### src/design/vdm_pkg.sv
`default_nettype none
package vdm_pkg;
   localparam int ElemW   = 16;
   localparam int SdsW    = 45;
   localparam int SpW     = 44;
   localparam int NsqW    = 43;
   localparam int OutW    = 46;
   localparam int RootW   = 23;
   localparam int QDepth  = 2;

   typedef enum logic [1:0] {
      MODE_L2SQ = 2'd0,
      MODE_L2   = 2'd1,
      MODE_DOT  = 2'd2,
      MODE_COS  = 2'd3
   } mode_type;

   typedef struct packed {
      logic [SdsW-1:0] sds;
      logic [SpW-1:0]  sp;
      logic [NsqW-1:0] na;
      logic [NsqW-1:0] nb;
      mode_type        mode;
   } job_type;
endpackage
`default_nettype wire

### src/design/vdm_back.sv
`default_nettype none
module vdm_back import vdm_pkg::*; (
   input  wire logic                  clock,
   input  wire logic                  reset,
   input  wire logic                  job_valid,
   output logic                       job_ready,
   input  wire job_type               job,
   output logic                       rsp_valid,
   input  wire logic                  rsp_ready,
   output logic signed [OutW-1:0]     rsp_metric_value,
   output logic                       rsp_undefined_result
);
   typedef enum logic [6:0] {
      ST_IDLE = 7'b0000001,
      ST_ROOT = 7'b0000010,
      ST_MUL  = 7'b0000100,
      ST_DIV  = 7'b0001000,
      ST_FIN  = 7'b0010000,
      ST_OUT  = 7'b0100000,
      ST_SEL  = 7'b1000000
   } state_type;

   state_type          st_ff, st_in;
   job_type            j_ff;
   // isqrt on up to two operands at once: restoring, one result bit a step
   logic [2*RootW-1:0] r0v_ff, r1v_ff;
   logic [RootW-1:0]   r0_ff, r1_ff;
   logic [RootW:0]     rem0_ff, rem1_ff;
   logic [4:0]         cnt_ff;
   logic [2*RootW-1:0] den_ff;
   logic [2*RootW-1:0] rem_ff;
   logic [15:0]        quo_ff;
   logic               neg_ff;
   logic [OutW-1:0]    val_ff;
   logic               und_ff;
   logic [RootW+1:0]   t0, t1;
   logic [2*RootW:0]   dt;
   logic [SpW-1:0]     mag;

   assign job_ready = st_ff == ST_IDLE;
   assign rsp_valid = st_ff == ST_OUT;
   assign rsp_metric_value = val_ff;
   assign rsp_undefined_result = und_ff;

   always_comb begin
      t0 = {rem0_ff[RootW-1:0], r0v_ff[2*RootW-1 -: 2]} - {r0_ff, 2'b01};
      t1 = {rem1_ff[RootW-1:0], r1v_ff[2*RootW-1 -: 2]} - {r1_ff, 2'b01};
      dt = {1'b0, rem_ff} - {1'b0, den_ff};
      mag = j_ff.sp[SpW-1] ? SpW'(-j_ff.sp) : j_ff.sp;
      st_in = st_ff;
      unique case (st_ff)
         ST_IDLE: if (job_valid) st_in = ST_SEL;
         ST_SEL:  st_in = (j_ff.mode == MODE_L2 || j_ff.mode == MODE_COS) ? ST_ROOT : ST_FIN;
         ST_ROOT: if (cnt_ff == 5'd0) st_in = (j_ff.mode == MODE_COS) ? ST_MUL : ST_FIN;
         ST_MUL:  st_in = (r0_ff == '0 || r1_ff == '0) ? ST_FIN : ST_DIV;
         ST_DIV:  if (cnt_ff == 5'd0) st_in = ST_FIN;
         ST_FIN:  st_in = ST_OUT;
         ST_OUT:  if (rsp_ready) st_in = ST_IDLE;
         default: st_in = ST_IDLE;
      endcase
   end

   always_ff @(posedge clock) begin
      if (reset) st_ff <= ST_IDLE;
      else st_ff <= st_in;
   end

   // datapath
   always_ff @(posedge clock) begin
      case (st_ff)
         ST_IDLE: j_ff <= job;
         ST_SEL: begin
            r0v_ff <= (j_ff.mode == MODE_COS) ? (2*RootW)'(j_ff.na) : (2*RootW)'(j_ff.sds);
            r1v_ff <= (2*RootW)'(j_ff.nb);
            r0_ff <= '0; r1_ff <= '0; rem0_ff <= '0; rem1_ff <= '0;
            cnt_ff <= 5'(RootW);
         end
         ST_ROOT: if (cnt_ff != 5'd0) begin
            cnt_ff <= cnt_ff - 5'd1;
            r0v_ff <= {r0v_ff[2*RootW-3:0], 2'b00};
            r1v_ff <= {r1v_ff[2*RootW-3:0], 2'b00};
            if (!t0[RootW+1]) begin
               rem0_ff <= t0[RootW:0];
               r0_ff   <= {r0_ff[RootW-2:0], 1'b1};
            end else begin
               rem0_ff <= {rem0_ff[RootW-2:0], r0v_ff[2*RootW-1 -: 2]};
               r0_ff   <= {r0_ff[RootW-2:0], 1'b0};
            end
            if (!t1[RootW+1]) begin
               rem1_ff <= t1[RootW:0];
               r1_ff   <= {r1_ff[RootW-2:0], 1'b1};
            end else begin
               rem1_ff <= {rem1_ff[RootW-2:0], r1v_ff[2*RootW-1 -: 2]};
               r1_ff   <= {r1_ff[RootW-2:0], 1'b0};
            end
         end
         ST_MUL: begin
            den_ff <= r0_ff * r1_ff;
            rem_ff <= (2*RootW)'(mag);
            quo_ff <= '0;
            neg_ff <= j_ff.sp[SpW-1];
            cnt_ff <= 5'd16;
         end
         ST_DIV: if (cnt_ff != 5'd0) begin
            // long division of the magnitude; the first bit set means the
            // quotient is out of Q1.15 range and is saturated later
            cnt_ff <= cnt_ff - 5'd1;
            if (!dt[2*RootW]) begin
               rem_ff <= {dt[2*RootW-2:0], 1'b0};
               quo_ff <= {quo_ff[14:0], 1'b1};
            end else begin
               rem_ff <= {rem_ff[2*RootW-2:0], 1'b0};
               quo_ff <= {quo_ff[14:0], 1'b0};
            end
         end
         ST_FIN: begin
            und_ff <= 1'b0;
            unique case (j_ff.mode)
               MODE_L2SQ: val_ff <= OutW'(j_ff.sds);
               MODE_L2:   val_ff <= OutW'(r0_ff);
               MODE_DOT:  val_ff <= OutW'(j_ff.sp) | {OutW{j_ff.sp[SpW-1]}} & ~OutW'({SpW{1'b1}});
               default: begin
                  if (r0_ff == '0 || r1_ff == '0) begin
                     und_ff <= 1'b1; val_ff <= '0;
                  end else if (neg_ff)
                     val_ff <= quo_ff[15] ? -OutW'(32768) : -OutW'(quo_ff);
                  else
                     val_ff <= quo_ff[15] ? OutW'(32767) : OutW'(quo_ff);
               end
            endcase
         end
         default: ;
      endcase
   end
endmodule
`default_nettype wire

### config.mk
export PLATFORM = sky130hd
export DESIGN_NAME = vdm_back
export DESIGN_NICKNAME = d
export VERILOG_FILES = /design/src/design/vdm_pkg.sv /design/src/design/vdm_back.sv
export SDC_FILE = /design/constraint.sdc
export NUM_CORES = 2
export LEC_CHECK = 0
export BUFFER_PORTS_ARGS = -buffer_cell sky130_fd_sc_hd__clkbuf_2
export CORE_MARGIN = 5
export CORE_UTILIZATION = 25
export DETAILED_ROUTE_END_ITERATION = 16
export SLEW_MARGIN = 20
export SYNTH_ARGS = -nofsm -noshare
export SYNTH_HDL_FRONTEND = slang
export SYNTH_SLANG_ARGS = --single-unit
### constraint.sdc
create_clock -name clock -period 9.3 [get_ports clock]
set_clock_uncertainty 0.05 [all_clocks]
set_input_delay 0.465 -clock clock [delete_from_list [all_inputs] [get_ports clock]]
set_output_delay 0.465 -clock clock [all_outputs]
set_load 0.02 [all_outputs]
After elaboration in Yosys (flattened, before gate mapping)
Cells that the tools add are included.
{ "word_totals": {"register_bits": 529, "inputBits": 181, "output_inout_bits": 49, "elab_cells": 100} }
{ "classes": {"n_addsub": 6, "n_mul": 1, "n_eq_ne": 17, "mux": 40, "bitwise": 1, "reduce_logical": 16} }
{ "op_table": {"columns": ["cell", "n"], "rows": [
  ["$mux 46", 7],
  ["$pmux 46 s2", 3],
  ["$pmux 23 s2", 4],
  ["$mux 23", 6],
  ["$pmux 46 s3", 1],
  ["$sub 25x25->25", 2],
  ["$pmux 7 s7", 1],
  ["$sub 46x46->47", 1],
  ["$logic_not 23->1", 2],
  ["$mul 23x23->46", 1],
  ["$neg 16->46", 1],
  ["$or 44x46->46", 1],
  ["$mux 45", 1],
  ["$mux 44", 1],
  ["$neg 44->44", 1],
  ["$pmux 16 s2", 1],
  ["$mux 7", 4],
  ["$mux 5", 4],
  ["$mux 16", 1],
  ["$mux 15", 1],
  ["$pmux 5 s3", 1],
  ["$ne 2x2->1 const B", 5],
  ["$eq 7x1->1 const B", 1],
  ["$eq 7x2->1 const B", 1],
  ["other kinds (20)", 29]
]} }

Depth between registers and ports, before layout
{ "logic_depth": {"depth_word": 5, "mapped_depth": 29, "depth_no_buf": 26} }

Least setup slack after synthesis
No wires, ideal clock.
{ "synth_timing": {"path_kind": "register to register", "from": "register r1_ff[6]", "to": "register den_ff[45] (data pin)", "setup_ns": 0.265, "arrival_ns": 6.796, "required_ns": 8.985, "path_slack_ns": 2.188, "path_stages_with_launch": 29, "path_buffers": 2, "synth_period_minus_slack_ns": 7.112, "path_cell_list": "edfxtp_1 -> clkbuf_1 -> clkinv_1 -> clkbuf_1 -> nor2_1 -> fa_1 -> fa_1 -> inv_1 -> fa_1 -> inv_1 -> fa_1 -> inv_1 -> fa_1 -> inv_1 -> fa_1 -> inv_1 -> fa_1 -> inv_1 -> ha_1 -> nand2_1 -> o21ai_0 -> a2111oi_0 -> a21oi_1 -> o21bai_1 -> a21oi_1 -> and2_0 -> o31ai_1 -> a221oi_1 -> xnor2_1"} }
{ "synth_between": {"elab_chain_cells": 1} }
{ "synth_lines": {"columns": ["element", "line_no", "text"], "rows": [
  ["from (decl)", "vdm_back.sv:27", "logic [RootW-1:0] r0_ff, r1_ff;"],
  ["from (signal assigned)", "vdm_back.sv:91", "r1_ff <= {r1_ff[RootW-2:0], 1'b1};"],
  ["from (signal assigned)", "vdm_back.sv:94", "r1_ff <= {r1_ff[RootW-2:0], 1'b0};"],
  ["$mul 23x23->46", "vdm_back.sv:98", "den_ff <= r0_ff * r1_ff;"],
  ["to (signal assigned)", "vdm_back.sv:98", null],
  ["to (decl)", "vdm_back.sv:30", "logic [2*RootW-1:0] den_ff;"]
]} }
Every way passes these cells.
A chain may end at the register's enable or synchronous reset.

Worst setup path in the final report
{ "layout_timing": {"from": "register r0_ff[10]", "to": "register den_ff[45] (data pin)"} }
{ "layout_between": {"elab_chain_cells": 1} }
{ "layout_lines": {"columns": ["element", "line_no", "text"], "rows": [
  ["from (decl)", "vdm_back.sv:27", null],
  ["from (signal assigned)", "vdm_back.sv:84", "r0_ff <= {r0_ff[RootW-2:0], 1'b1};"],
  ["from (signal assigned)", "vdm_back.sv:87", "r0_ff <= {r0_ff[RootW-2:0], 1'b0};"],
  ["$mul 23x23->46", "vdm_back.sv:98", null]
]} }
Every way passes these cells.

==> results.ini <==
[run_status]
status=finished, final reports clean

[timing]
setup_tns_ns=0
setup_violations=0
slew_viol_final=0
finalCritPeriodShare_pct=89.2
fmax_ghz=0.121
tightest_slew_ns=1.07
grt_setup_unrepaired=false
slew-limit-headroom_pct=28.4
finalCriticalPeriod_ns=8.29
timing.hold.ws_ns=0.0836
finalHoldViolCount=0

[cells_and_area]
fin_util_pct=29.6
final_nets=5544
syn_to_final_growth_pct=18.0
n_fill_cell=18100
register_area_um2=15800
multi_input_area_um2=24800
drive_gt1_share_pct=9.18

[critical_path]
end_kind=flop
worst_setup_path_start_kind=flop
crit_fanout=15
cp.arrival_ns=8.66
cp.required_ns=9.66
critical_path_class=reg2reg

[routing]
final_antenna_net_count=0
vias=33300
first_iter_violations=2999
first_pass_iters=5
wl_per_cell_um=20.1
drc=0
routed_wl_um=141000
via_per_inst=4.73

[floorplanning]
num_rows=153
die_w_um=428
coreArea_um2=174000
pin_count=230
start_util_pct=25.1
die_h_um=428
die-area_um2=183000

[placement]
place.gp.congestion=0.961
io_buffers=229
hpwl_um=107000

[synth]
synth_fa_ha_area_share_pct=27.8
synth_xor_area_share_pct=3.43
postSynthAreaPerCell_um2=10.1
synth_top_area_cell=edfxtp_1
async_reset_ff_share_pct=0
yosysWarnings=0
ys_types=85
ys.flop_type=edfxtp_1
synth_top_family_by_area=adder cells
syn_inst=4329
synthMuxAreaShare_pct=2.89
synth.most_common_cell=inv_1
yosysSeqAreaShare_pct=36.2
netlist_area_um2=43600
synth_common_cells=inv_1 (614), nand2_1 (535), edfxtp_1 (522)
yosys-top-cells-area=edfxtp_1 (36%), fa_1 (20%), ha_1 (7.7%)
synth_simple_gate_area_share_pct=13.0
synth_nets=5217
ys_ff_latch=529
synth_edf_count=522
synth_top_cell_area_share_pct=35.9
synth_compound_area_share_pct=9.38

[grt]
grt_pass1_wl_um=214000
grt_usage_pct=15.2
antenna_found_initial=9
globalRouteOverflowTotal=0
grt_pass1_vias=34500
grt_max_degree=103

[clock_network]
clkLatencyLatePin_ns=0.68
cts_max_level=2
ctsResizeCount=0
cts_buffers=61
clkTransAtPathRegs_ns=0.07
cts_max_path_buffers=3
cts-root-buf=clkbuf_16
cts_tree=done
cts.sinks=529

[min_path]
hp-class=in2reg

[run]
drv_cap=0

## critical path, cell delays in order, from the launching register on
cell and delay (ns):
edfxtp_1 0.78, inv_1 0.53, nor2_1 0.27, fa_1 0.45
fa_1 0.51, inv_1 0.05, fa_1 0.47, inv_1 0.05
fa_1 0.50, inv_1 0.05, fa_1 0.52, inv_1 0.05
fa_1 0.47, inv_1 0.05, fa_1 0.47, inv_1 0.04
ha_1 0.35, nand2_1 0.12, o21ai_0 0.11, a2111oi_0 0.44
a21oi_1 0.07, o21bai_1 0.23, a21oi_1 0.14, and2_0 0.50
o31ai_1 0.24, a221oi_1 0.39, xnor2_1 0.12
## routing by layer
metal / global-route usage (%) / vias up / wire [um]
met5: 0 / - / 0
met4: 7.53 / 0 / 8280
met3: 2.29 / 374 / 10200
met2: 25.2 / 1417 / 66100
met1: 19.4 / 16500 / 56800
li1: - / 15000 / -
## area by class of cell
cell class,count,area share [%]
multi-input cells,2963,48.1
flip-flops and latches,529,30.7
repair buffers,474,6.72
well taps,2325,5.65
inverters,627,4.58
clock buffers,68,3.02
clock inverters,46,1.15
diodes,7,0.0340
## flip-flops by register name, indices dropped and copies added (netlist names), 23 cells and up
| name | count |
|---|---|
| j_ff | 177 |
| den_ff | 46 |
| r0v_ff | 46 |
| r1v_ff | 46 |
| rem_ff | 46 |
| rsp_metric_value | 46 |
| r0_ff | 23 |
| r1_ff | 23 |
| rem0_ff | 23 |
| rem1_ff | 23 |
## cells in the final DEF, fill, tap and decap left out, types with 49 or more instances in the layout
master         count
a21o_1            73
fa_1             439
clkbuf_2         229
nor2_1           488
edfxtp_1         522
inv_1            612
a21oi_1          224
xnor2_1           98
o21ai_0          112
nand2_1          534
dlygate4sd3_1    178
xor2_1            70
mux2i_1          125
ha_1             268
buf_4             65
clkbuf_16         61
and2_1            49
## path summary, 6_finish.rpt
path / endpoint / slack [ns] / depth (start not counted) / start
setup / recovery: den_ff[45]$_DFFE_PP_ / 1.01 / 26 / r0_ff[10]$_SDFFCE_PN0P_
hold / removal: st_ff[5]$_SDFFE_PP0P_ / 0.08 / 4 / rsp_ready
setup reg to reg: den_ff[45]$_DFFE_PP_ / 1.01 / 26 / r0_ff[10]$_SDFFCE_PN0P_
hold reg to reg: r1v_ff[35]$_DFFE_PP_ / 0.46 / 2 / r1v_ff[33]$_DFFE_PP_
## stage by stage
step	cell area (um2)	setup slack, ns	cells
floorplan	43600	2.19	4329
global placement	47500	1.20	6738
detailed placement	47500	1.07	6740
CTS	51500	1.07	7032
global route	51500	0.536	7037
finish	51500	1.01	7039
## kinds of logic (layout without fill, tap and decap cells)
| logic type | count (synthesis) | in the layout |
|---|---|---|
| other | 0 | 7 |
| flip-flops | 529 | 529 |
| multiplexers | 126 | 126 |
| buffers and inverters | 837 | 1215 |
| AND/OR/NAND/NOR | 1309 | 1309 |
| adder cells (fa/ha/maj) | 707 | 707 |
| XOR/XNOR | 170 | 170 |
| AO/OA/AOI/OAI | 651 | 651 |
## timing repair
action                     in CTS  in global routing
setup endpoints to repair       0                  0
hold buffers                  178                  0
hold endpoints to repair      181                  0
buffers inserted                0                  0
Power is left out: the tool's default activity adds up to more than one toggle a clock period on the data nets, which glitch-free logic cannot reach.
