`config.mk`:
```
export PLATFORM = sky130hd
export DESIGN_NAME = vdm_front
export DESIGN_NICKNAME = d
export VERILOG_FILES = /design/src/design/vdm_pkg.sv /design/src/design/vdm_front.sv
export SDC_FILE = /design/constraint.sdc
export NUM_CORES = 2
export LEC_CHECK = 0
export BUFFER_PORTS_ARGS = -buffer_cell sky130_fd_sc_hd__buf_2
export CAP_MARGIN = 30
export CORE_ASPECT_RATIO = 1.4
export CORE_UTILIZATION = 30
export CTS_CLUSTER_SIZE = 28
export DETAILED_ROUTE_END_ITERATION = 10
export PLACE_DENSITY = 0.53
export SLEW_MARGIN = 25
export SYNTH_ARGS = -nofsm -noshare
export SYNTH_HDL_FRONTEND = slang
export SYNTH_SLANG_ARGS = --single-unit
```
`constraint.sdc`:
```
create_clock -name clock -period 11.95 [get_ports clock]
set_input_delay 1.195 -clock clock [delete_from_list [all_inputs] [get_ports clock]]
set_output_delay 1.195 -clock clock [all_outputs]
set_load 0.01 [all_outputs]
```
`src/design/vdm_pkg.sv`:
```
`default_nettype none
package vdm_pkg;
   localparam int ElemW   = 16;
   localparam int SdsW    = 45;
   localparam int SpW     = 44;
   localparam int NsqW    = 43;
   localparam int OutW    = 46;
   localparam int RootW   = 23;
   localparam int QDepth  = 2;

   typedef enum logic [1:0] {
      MODE_L2SQ = 2'd0,
      MODE_L2   = 2'd1,
      MODE_DOT  = 2'd2,
      MODE_COS  = 2'd3
   } mode_type;

   typedef struct packed {
      logic [SdsW-1:0] sds;
      logic [SpW-1:0]  sp;
      logic [NsqW-1:0] na;
      logic [NsqW-1:0] nb;
      mode_type        mode;
   } job_type;
endpackage
`default_nettype wire

```
`src/design/vdm_front.sv`:
```
`default_nettype none
module vdm_front import vdm_pkg::*; (
   input  wire logic                    clock,
   input  wire logic                    reset,
   input  wire logic                    req_valid,
   output logic                         req_ready,
   input  wire logic signed [ElemW-1:0] req_elem_a,
   input  wire logic signed [ElemW-1:0] req_elem_b,
   input  wire logic                    req_last,
   input  wire mode_type                mode,
   output logic                         job_valid,
   input  wire logic                    job_ready,
   output job_type                      job
);
   // product stage registers
   logic                  p_valid_ff, p_valid_in;
   logic                  p_last_ff;
   logic [2*ElemW:0]      p_dd_ff;
   logic signed [2*ElemW-1:0] p_ab_ff;
   logic [2*ElemW-1:0]    p_aa_ff, p_bb_ff;
   // accumulators
   logic [SdsW-1:0]       sds_ff, sds_in;
   logic signed [SpW-1:0] sp_ff, sp_in;
   logic [NsqW-1:0]       na_ff, na_in, nb_ff, nb_in;
   // queue
   job_type               q_ff [QDepth];
   logic [1:0]            q_cnt_ff, q_cnt_in;
   logic                  q_wr_ff, q_wr_in, q_rd_ff, q_rd_in;
   logic                  push, pop;
   logic signed [ElemW:0] d;
   logic [ElemW:0]        ud;
   logic [SdsW:0]         sds_sum;
   logic [NsqW:0]         na_sum, nb_sum;
   logic signed [SpW:0]   sp_sum;
   logic                  p_go;

   // the product stage may advance unless a last pair finds the queue full
   assign p_go      = !(p_valid_ff && p_last_ff && q_cnt_ff == 2'(QDepth));
   assign req_ready = p_go;
   assign push      = p_valid_ff && p_last_ff && p_go;
   assign pop       = job_valid && job_ready;
   assign job_valid = q_cnt_ff != 2'd0;
   assign job       = q_ff[q_rd_ff];

   assign d  = {req_elem_a[ElemW-1], req_elem_a} - {req_elem_b[ElemW-1], req_elem_b};
   assign ud = d[ElemW] ? (ElemW+1)'(-d) : d;

   // saturating sums
   always_comb begin
      sds_sum = {1'b0, sds_ff} + (SdsW+1)'(p_dd_ff);
      na_sum  = {1'b0, na_ff} + (NsqW+1)'(p_aa_ff);
      nb_sum  = {1'b0, nb_ff} + (NsqW+1)'(p_bb_ff);
      sp_sum  = {sp_ff[SpW-1], sp_ff} + (SpW+1)'(p_ab_ff);
      sds_in = sds_ff; na_in = na_ff; nb_in = nb_ff; sp_in = sp_ff;
      if (p_valid_ff && p_go) begin
         sds_in = sds_sum[SdsW] ? '1 : sds_sum[SdsW-1:0];
         na_in  = na_sum[NsqW] ? '1 : na_sum[NsqW-1:0];
         nb_in  = nb_sum[NsqW] ? '1 : nb_sum[NsqW-1:0];
         if (sp_sum[SpW] != sp_sum[SpW-1])
            sp_in = sp_sum[SpW] ? {1'b1, {(SpW-1){1'b0}}} : {1'b0, {(SpW-1){1'b1}}};
         else
            sp_in = sp_sum[SpW-1:0];
         if (p_last_ff) begin
            sds_in = '0; na_in = '0; nb_in = '0; sp_in = '0;
         end
      end
   end

   always_comb begin
      p_valid_in = p_go ? req_valid : p_valid_ff;
      q_wr_in    = push ? !q_wr_ff : q_wr_ff;
      q_rd_in    = pop ? !q_rd_ff : q_rd_ff;
      q_cnt_in   = q_cnt_ff + 2'(push) - 2'(pop);
   end

   always_ff @(posedge clock) begin
      if (reset) begin
         p_valid_ff <= 1'b0;
         sds_ff <= '0; sp_ff <= '0; na_ff <= '0; nb_ff <= '0;
         q_cnt_ff <= '0; q_wr_ff <= 1'b0; q_rd_ff <= 1'b0;
      end else begin
         p_valid_ff <= p_valid_in;
         sds_ff <= sds_in; sp_ff <= sp_in; na_ff <= na_in; nb_ff <= nb_in;
         q_cnt_ff <= q_cnt_in; q_wr_ff <= q_wr_in; q_rd_ff <= q_rd_in;
      end
   end

   // capture products and the finished sums
   always_ff @(posedge clock) begin
      if (p_go && req_valid) begin
         p_last_ff <= req_last;
         p_dd_ff   <= (2*ElemW+1)'(ud) * (2*ElemW+1)'(ud);
         p_ab_ff   <= (2*ElemW)'(req_elem_a) * (2*ElemW)'(req_elem_b);
         p_aa_ff   <= (2*ElemW)'(req_elem_a) * (2*ElemW)'(req_elem_a);
         p_bb_ff   <= (2*ElemW)'(req_elem_b) * (2*ElemW)'(req_elem_b);
      end
      if (push) begin
         q_ff[q_wr_ff].sds  <= sds_sum[SdsW] ? '1 : sds_sum[SdsW-1:0];
         q_ff[q_wr_ff].na   <= na_sum[NsqW] ? '1 : na_sum[NsqW-1:0];
         q_ff[q_wr_ff].nb   <= nb_sum[NsqW] ? '1 : nb_sum[NsqW-1:0];
         q_ff[q_wr_ff].sp   <= (sp_sum[SpW] != sp_sum[SpW-1]) ?
            (sp_sum[SpW] ? {1'b1, {(SpW-1){1'b0}}} : {1'b0, {(SpW-1){1'b1}}}) :
            sp_sum[SpW-1:0];
         q_ff[q_wr_ff].mode <= mode;
      end
   end
endmodule
`default_nettype wire

```
## Yosys cells after proc, flatten, opt, wreduce, memory -nomap -nowiden

Memories as Yosys holds them, arrays and structs flattened. A register that Yosys moved wholly into a read port is not among the register bits.
Index checks and enable logic that the tools add are counted.

- Input bits: 39
- Register bits: 310
- Memories kept: 1
- Word-level logic and storage cells: 52
- Memory bits (writable): 354
- Output and inout port bits: 179

- Multiplexer cells: 14
- Equal/unequal tests: 2
- Multiply operators: 4
- Add/sub/neg operators: 8
- Reductions and logical operators: 10

Memory list:

| memory | words | bits a word | rd ports | clocked after memory_dff | write ports | line | text |
|---|---|---|---|---|---|---|---|
| q_ff | 2 | 177 | 1 | 1 | 1 | vdm_front.sv:26 | `job_type q_ff [QDepth];` |

Operator list:

| cell | count |
|---|---|
| $mux 43 | 4 |
| $mux 44 | 3 |
| $mul 16x16->32 | 3 |
| $mux 45 | 2 |
| $add 43x32->44 | 2 |
| $add 45x33->46 | 1 |
| $add 44x32->45 | 1 |
| $mul 17x17->33 | 1 |
| $mux 17 | 1 |
| $neg 17->17 | 1 |
| $sub 16x16->17 | 1 |
| $logic_and 1x1->1 | 6 |
| $mux 1 | 4 |
| $logic_not 1->1 | 3 |
| $add 2x1->2 | 1 |
| $eq 2x2->1 const B | 1 |
| $reduce_bool 2->1 | 1 |
| $sub 2x1->2 | 1 |
| $ne 1x1->1 | 1 |

## Longest topological paths before layout

- Depth in word-level cells: 6
- Gate-level depth with buffers: 41
- Gate-level depth less buffers: 38

## Least setup slack after synthesis

Ideal clock, no wire load.

- Kind: input-to-reg
- From: input req_elem_b[1]
- To: register p_dd_ff[31] (data pin)
- Buffers on the path: 3
- Library setup time: 0.260 ns
- Arrival time: 9.849 ns
- Data required time: 11.690 ns
- Path slack: 1.841 ns
- Stages: 39
- Cells stage by stage: clkbuf_1 -> clkinv_1 -> clkbuf_1 -> ha_1 -> nor2b_1 -> o31a_1 -> o31ai_1 -> xnor2_1 -> nor3b_1 -> nand4b_1 -> or2_2 -> nand2_1 -> xor2_1 -> inv_1 -> clkbuf_1 -> nand2_1 -> inv_1 -> fa_1 -> [... 3 more ...] -> fa_1 -> fa_1 -> fa_1 -> inv_1 -> fa_1 -> inv_1 -> ha_1 -> a21oi_1 -> o21bai_1 -> a21o_1 -> a21o_1 -> a221oi_1 -> o21ai_0 -> a221oi_1 -> nor2_1 -> o21ai_0 -> mux2i_1 -> nand2_1

- Longest elaborated chain between the ends: 4

RTL lines:

| element | line | text |
|---|---|---|
| start, declared | vdm_front.sv:8 | `input wire logic signed [ElemW-1:0] req_elem_b,` |
| $sub 16x16->17 * | vdm_front.sv:45 | `assign d = {req_elem_a[ElemW-1], req_elem_a} - {req_elem_b[ElemW-1], req_elem_b};` |
| $neg 17->17 | vdm_front.sv:46 | `assign ud = d[ElemW] ? (ElemW+1)'(-d) : d;` |
| $mux 17 * | vdm_front.sv:46 |  |
| $mul 17x17->33 * | vdm_front.sv:92 | `p_dd_ff <= (2*ElemW+1)'(ud) * (2*ElemW+1)'(ud);` |
| end signal, assigned | vdm_front.sv:92 |  |
| end, declared | vdm_front.sv:18 | `logic [2*ElemW:0] p_dd_ff;` |

Mark *: on every way between the ends. The rest lies on a longest branch, timed or not.
A chain may end at the register's enable or synchronous reset.

## Worst setup path after layout

- From: input req_elem_a[1]
- To: register p_dd_ff[32] (data pin)

- Longest elaborated chain between the ends: 4

RTL lines:

| element | line | text |
|---|---|---|
| start, declared | vdm_front.sv:7 | `input wire logic signed [ElemW-1:0] req_elem_a,` |
| $sub 16x16->17 * | vdm_front.sv:45 |  |
| $neg 17->17 | vdm_front.sv:46 |  |
| $mux 17 * | vdm_front.sv:46 |  |
| $mul 17x17->33 * | vdm_front.sv:92 |  |

Marked as above.

==> results.md <==
- Die width: 402 um
- Fin Setup TNS: 0 ns
- Input/output buffers: between 200 and 250
- Initial antenna violation count: 30
- Layout area overhead: 9.87%
- WP data required: roughly 12 ns
- CTS tree: yes
- Core Area: 223000 um^2
- CTS resizes: 0
- Crit Path Category: primary input to register
- Vias per inst: ~4.8
- 1st-iter DRT viols: ~2700
- Number of setup violations in the final report: 0
- Outcome: complete, no violations
- Post-synthesis register bit count: ~660
- Dpl hpwl: ~140000 um
- Post-synth ARST share: 0%
- Detail Route Antenna Nets: 0
- Root Buffer: clkbuf_16
- Post-Syn Area: between 60000 and 70000 um^2
- Ys Warns: 0
- Worst Hold Class: register to register
- Most Frequent Cell on Critical Path: fa_1
- Post-synthesis cell count: approximately 6600
- Placed Cells: 9640
- Clk slew on worst S/H paths: 0.07 ns
- Yosys cell types: 87
- Nets: ~8300
- DRC: 0
- First-pass iteration count of the detailed router: 6
- Slew at the pin with the worst max-slew slack: approximately 0.96 ns
- Final WL: 182000 um
- Largest net degree at the start of global routing: 82
- Final Core Density: around a third
- Period minus WS final: about 11 ns
- CP max-delay cell: o21ai_0
- WL/cell: about 19 um
- Fin cells: a little under 10000
- Layout cell share with drive strength beyond 1: a little under a tenth
- Skew-Pair Late Insertion Delay: about 0.67 ns
- Worst Hold Path Cells: 2
- Crit path largest cell delay: 0.59 ns
- CP Capture Type: register
- DIE AREA: 226000 um^2
- Hold Slack: 0.456 ns
- Starting Density: 30.2%
- Number of CTS-inserted buffers: 57
- Post-synth EDFFs: just under 500
- Final GP Congestion: about 0.9
- Worst Skew: between 0.04 and 0.05 ns
- GRT Util Overall: between 10% and 20%
- Cell taking the most area after synthesis: fa_1
- Worst-case clock buffer depth: 3
- Clk sinks: about 660
- Vias in the first global route: 50320
- First-pass GRT wire length: 286000 um
- Area share of the largest cell type after synthesis: between 20% and 30%
- CP arrival: between 10 and 15 ns
- Final Hold Vio Count: 0
- Io pins: about 220
- Post-cts hold buffer count: 0
- # Max-Cap Violations: 0
- GRT overflow: 0
- Syn Area/Cell: 10.1 um^2
- Worst-path fanout max: 19
- Seq/Total Area, Yosys: a little over a quarter
- Synth Flop Type: edfxtp_1
- Slew headroom: between 30% and 40%
- Vias: roughly 47000
- Synth top area cells: fa_1 28%, edfxtp_1 21%, ha_1 9.9%, inv_1 7.0%, dfxtp_1 5.4%
- Unrepaired setup endpoints after global routing: false
- Row cnt: 205
- Critical path launch point type: primary input
- Die Height: 562 um
- Setup bufs post-CTS: 0
- Fmax: around 95 MHz
- H-tree depth: 2
- Final period utilization: around 88%
- Slew Limit Fails: 0
- Reg2Reg Depth: 14
-- stage by stage --
stage	cell area, um^2	setup slack [ns]
2_1_floorplan	67300	1.84
3_3_place_gp	71900	1.02
3_5_place_dp	71900	0.887
4_1_cts	73800	1.59
5_1_grt	73900	0.730
6_report	73900	1.43
-- layout make-up --
| cell class | count | area [um^2] |
|---|---|---|
| fillers | 22677 | 149000 |
| repair buffers | 307 | 1820 |
| clock inverters | 35 | 364 |
| flip-flops and latches | 662 | 18100 |
| multi-input cells | 4502 | 43700 |
| clock buffers | 73 | 1560 |
| inverters | 1275 | 4790 |
| diodes | 6 | 15.0 |
| well taps | 2898 | 3630 |
-- registers in the layout, indices dropped and copies added (netlist names), named ones only --
register / count
p_ab_ff: 32
p_aa_ff: 31
q_wr_ff: 1
q_cnt_ff: 2
nb_ff: 43
q_ff: 354
sp_ff: 44
na_ff: 43
p_bb_ff: 31
sds_ff: 45
p_dd_ff: 32
p_last_ff: 1
q_rd_ff: 1
p_valid_ff: 1
-- cells in the final DEF (no fill, tap or decap), drive strengths merged, types with 47 or more instances in the layout --
master / n
nand2b: 48
mux2: 184
edfxtp: 481
a21oi: 304
a21o: 111
fa: 932
xor2: 102
buf: 307
o21bai: 48
o21a: 48
inv: 1267
and2: 109
a22o: 64
nand3: 62
ha: 532
nor2: 450
a22oi: 47
dfxtp: 181
clkbuf: 73
nor3: 56
o21ai: 224
nand2: 599
xnor2: 202
-- layer usage --
layer / global-route usage [%] / wire, um / part of all wire [%]
met1: 20.5 / 78900 / 43
met5: 0 / 200 / 0.11
met3: 1.80 / 7820 / 4.3
met2: 28.8 / 91200 / 50
met4: 4.18 / 4240 / 2.3
-- cell families after synthesis --
| logic type | share of synthesized area (%) |
|---|---|
| fa+ha+maj | 38.1 |
| flops | 26.9 |
| buf+inv | 8.38 |
| compound gates | 9.84 |
| mux | 3.11 |
| simple gates | 9.68 |
| xor+xnor | 4.00 |
| other cells | 0.0112 |
-- critical path: cells and delay by family --
family | cells | cell delay [ns]
xor+xnor | 2 | 0.57
simple gates | 3 | 0.52
compound gates | 15 | 3.16
fa+ha+maj | 8 | 3.86
buf+inv | 8 | 1.63
-- cell usage after synthesis (170+ instances only) --
master / instances
inv_1: 1260
ha_1: 532
fa_1: 932
dfxtp_1: 181
a21oi_1: 303
nor2_1: 448
xnor2_1: 201
edfxtp_1: 481
nand2_1: 599
mux2_2: 184
clkbuf_1: 177
o21ai_0: 170
-- final timing paths --
kind | startpoint | to | slack (ns)
min reg2reg | sp_ff[30]$_SDFFE_PP0P_ | sp_ff[30]$_SDFFE_PP0P_ | 0.46
min | sp_ff[30]$_SDFFE_PP0P_ | sp_ff[30]$_SDFFE_PP0P_ | 0.46
max | req_elem_a[1] | p_dd_ff[32]$_DFFE_PP_ | 1.43
max reg2reg | p_ab_ff[15]$_DFFE_PP_ | sp_ff[1]$_SDFFE_PP0P_ | 6.97
Power is left out: the tool's default activity adds up to more than one toggle a clock period on the data nets, which glitch-free logic cannot reach.
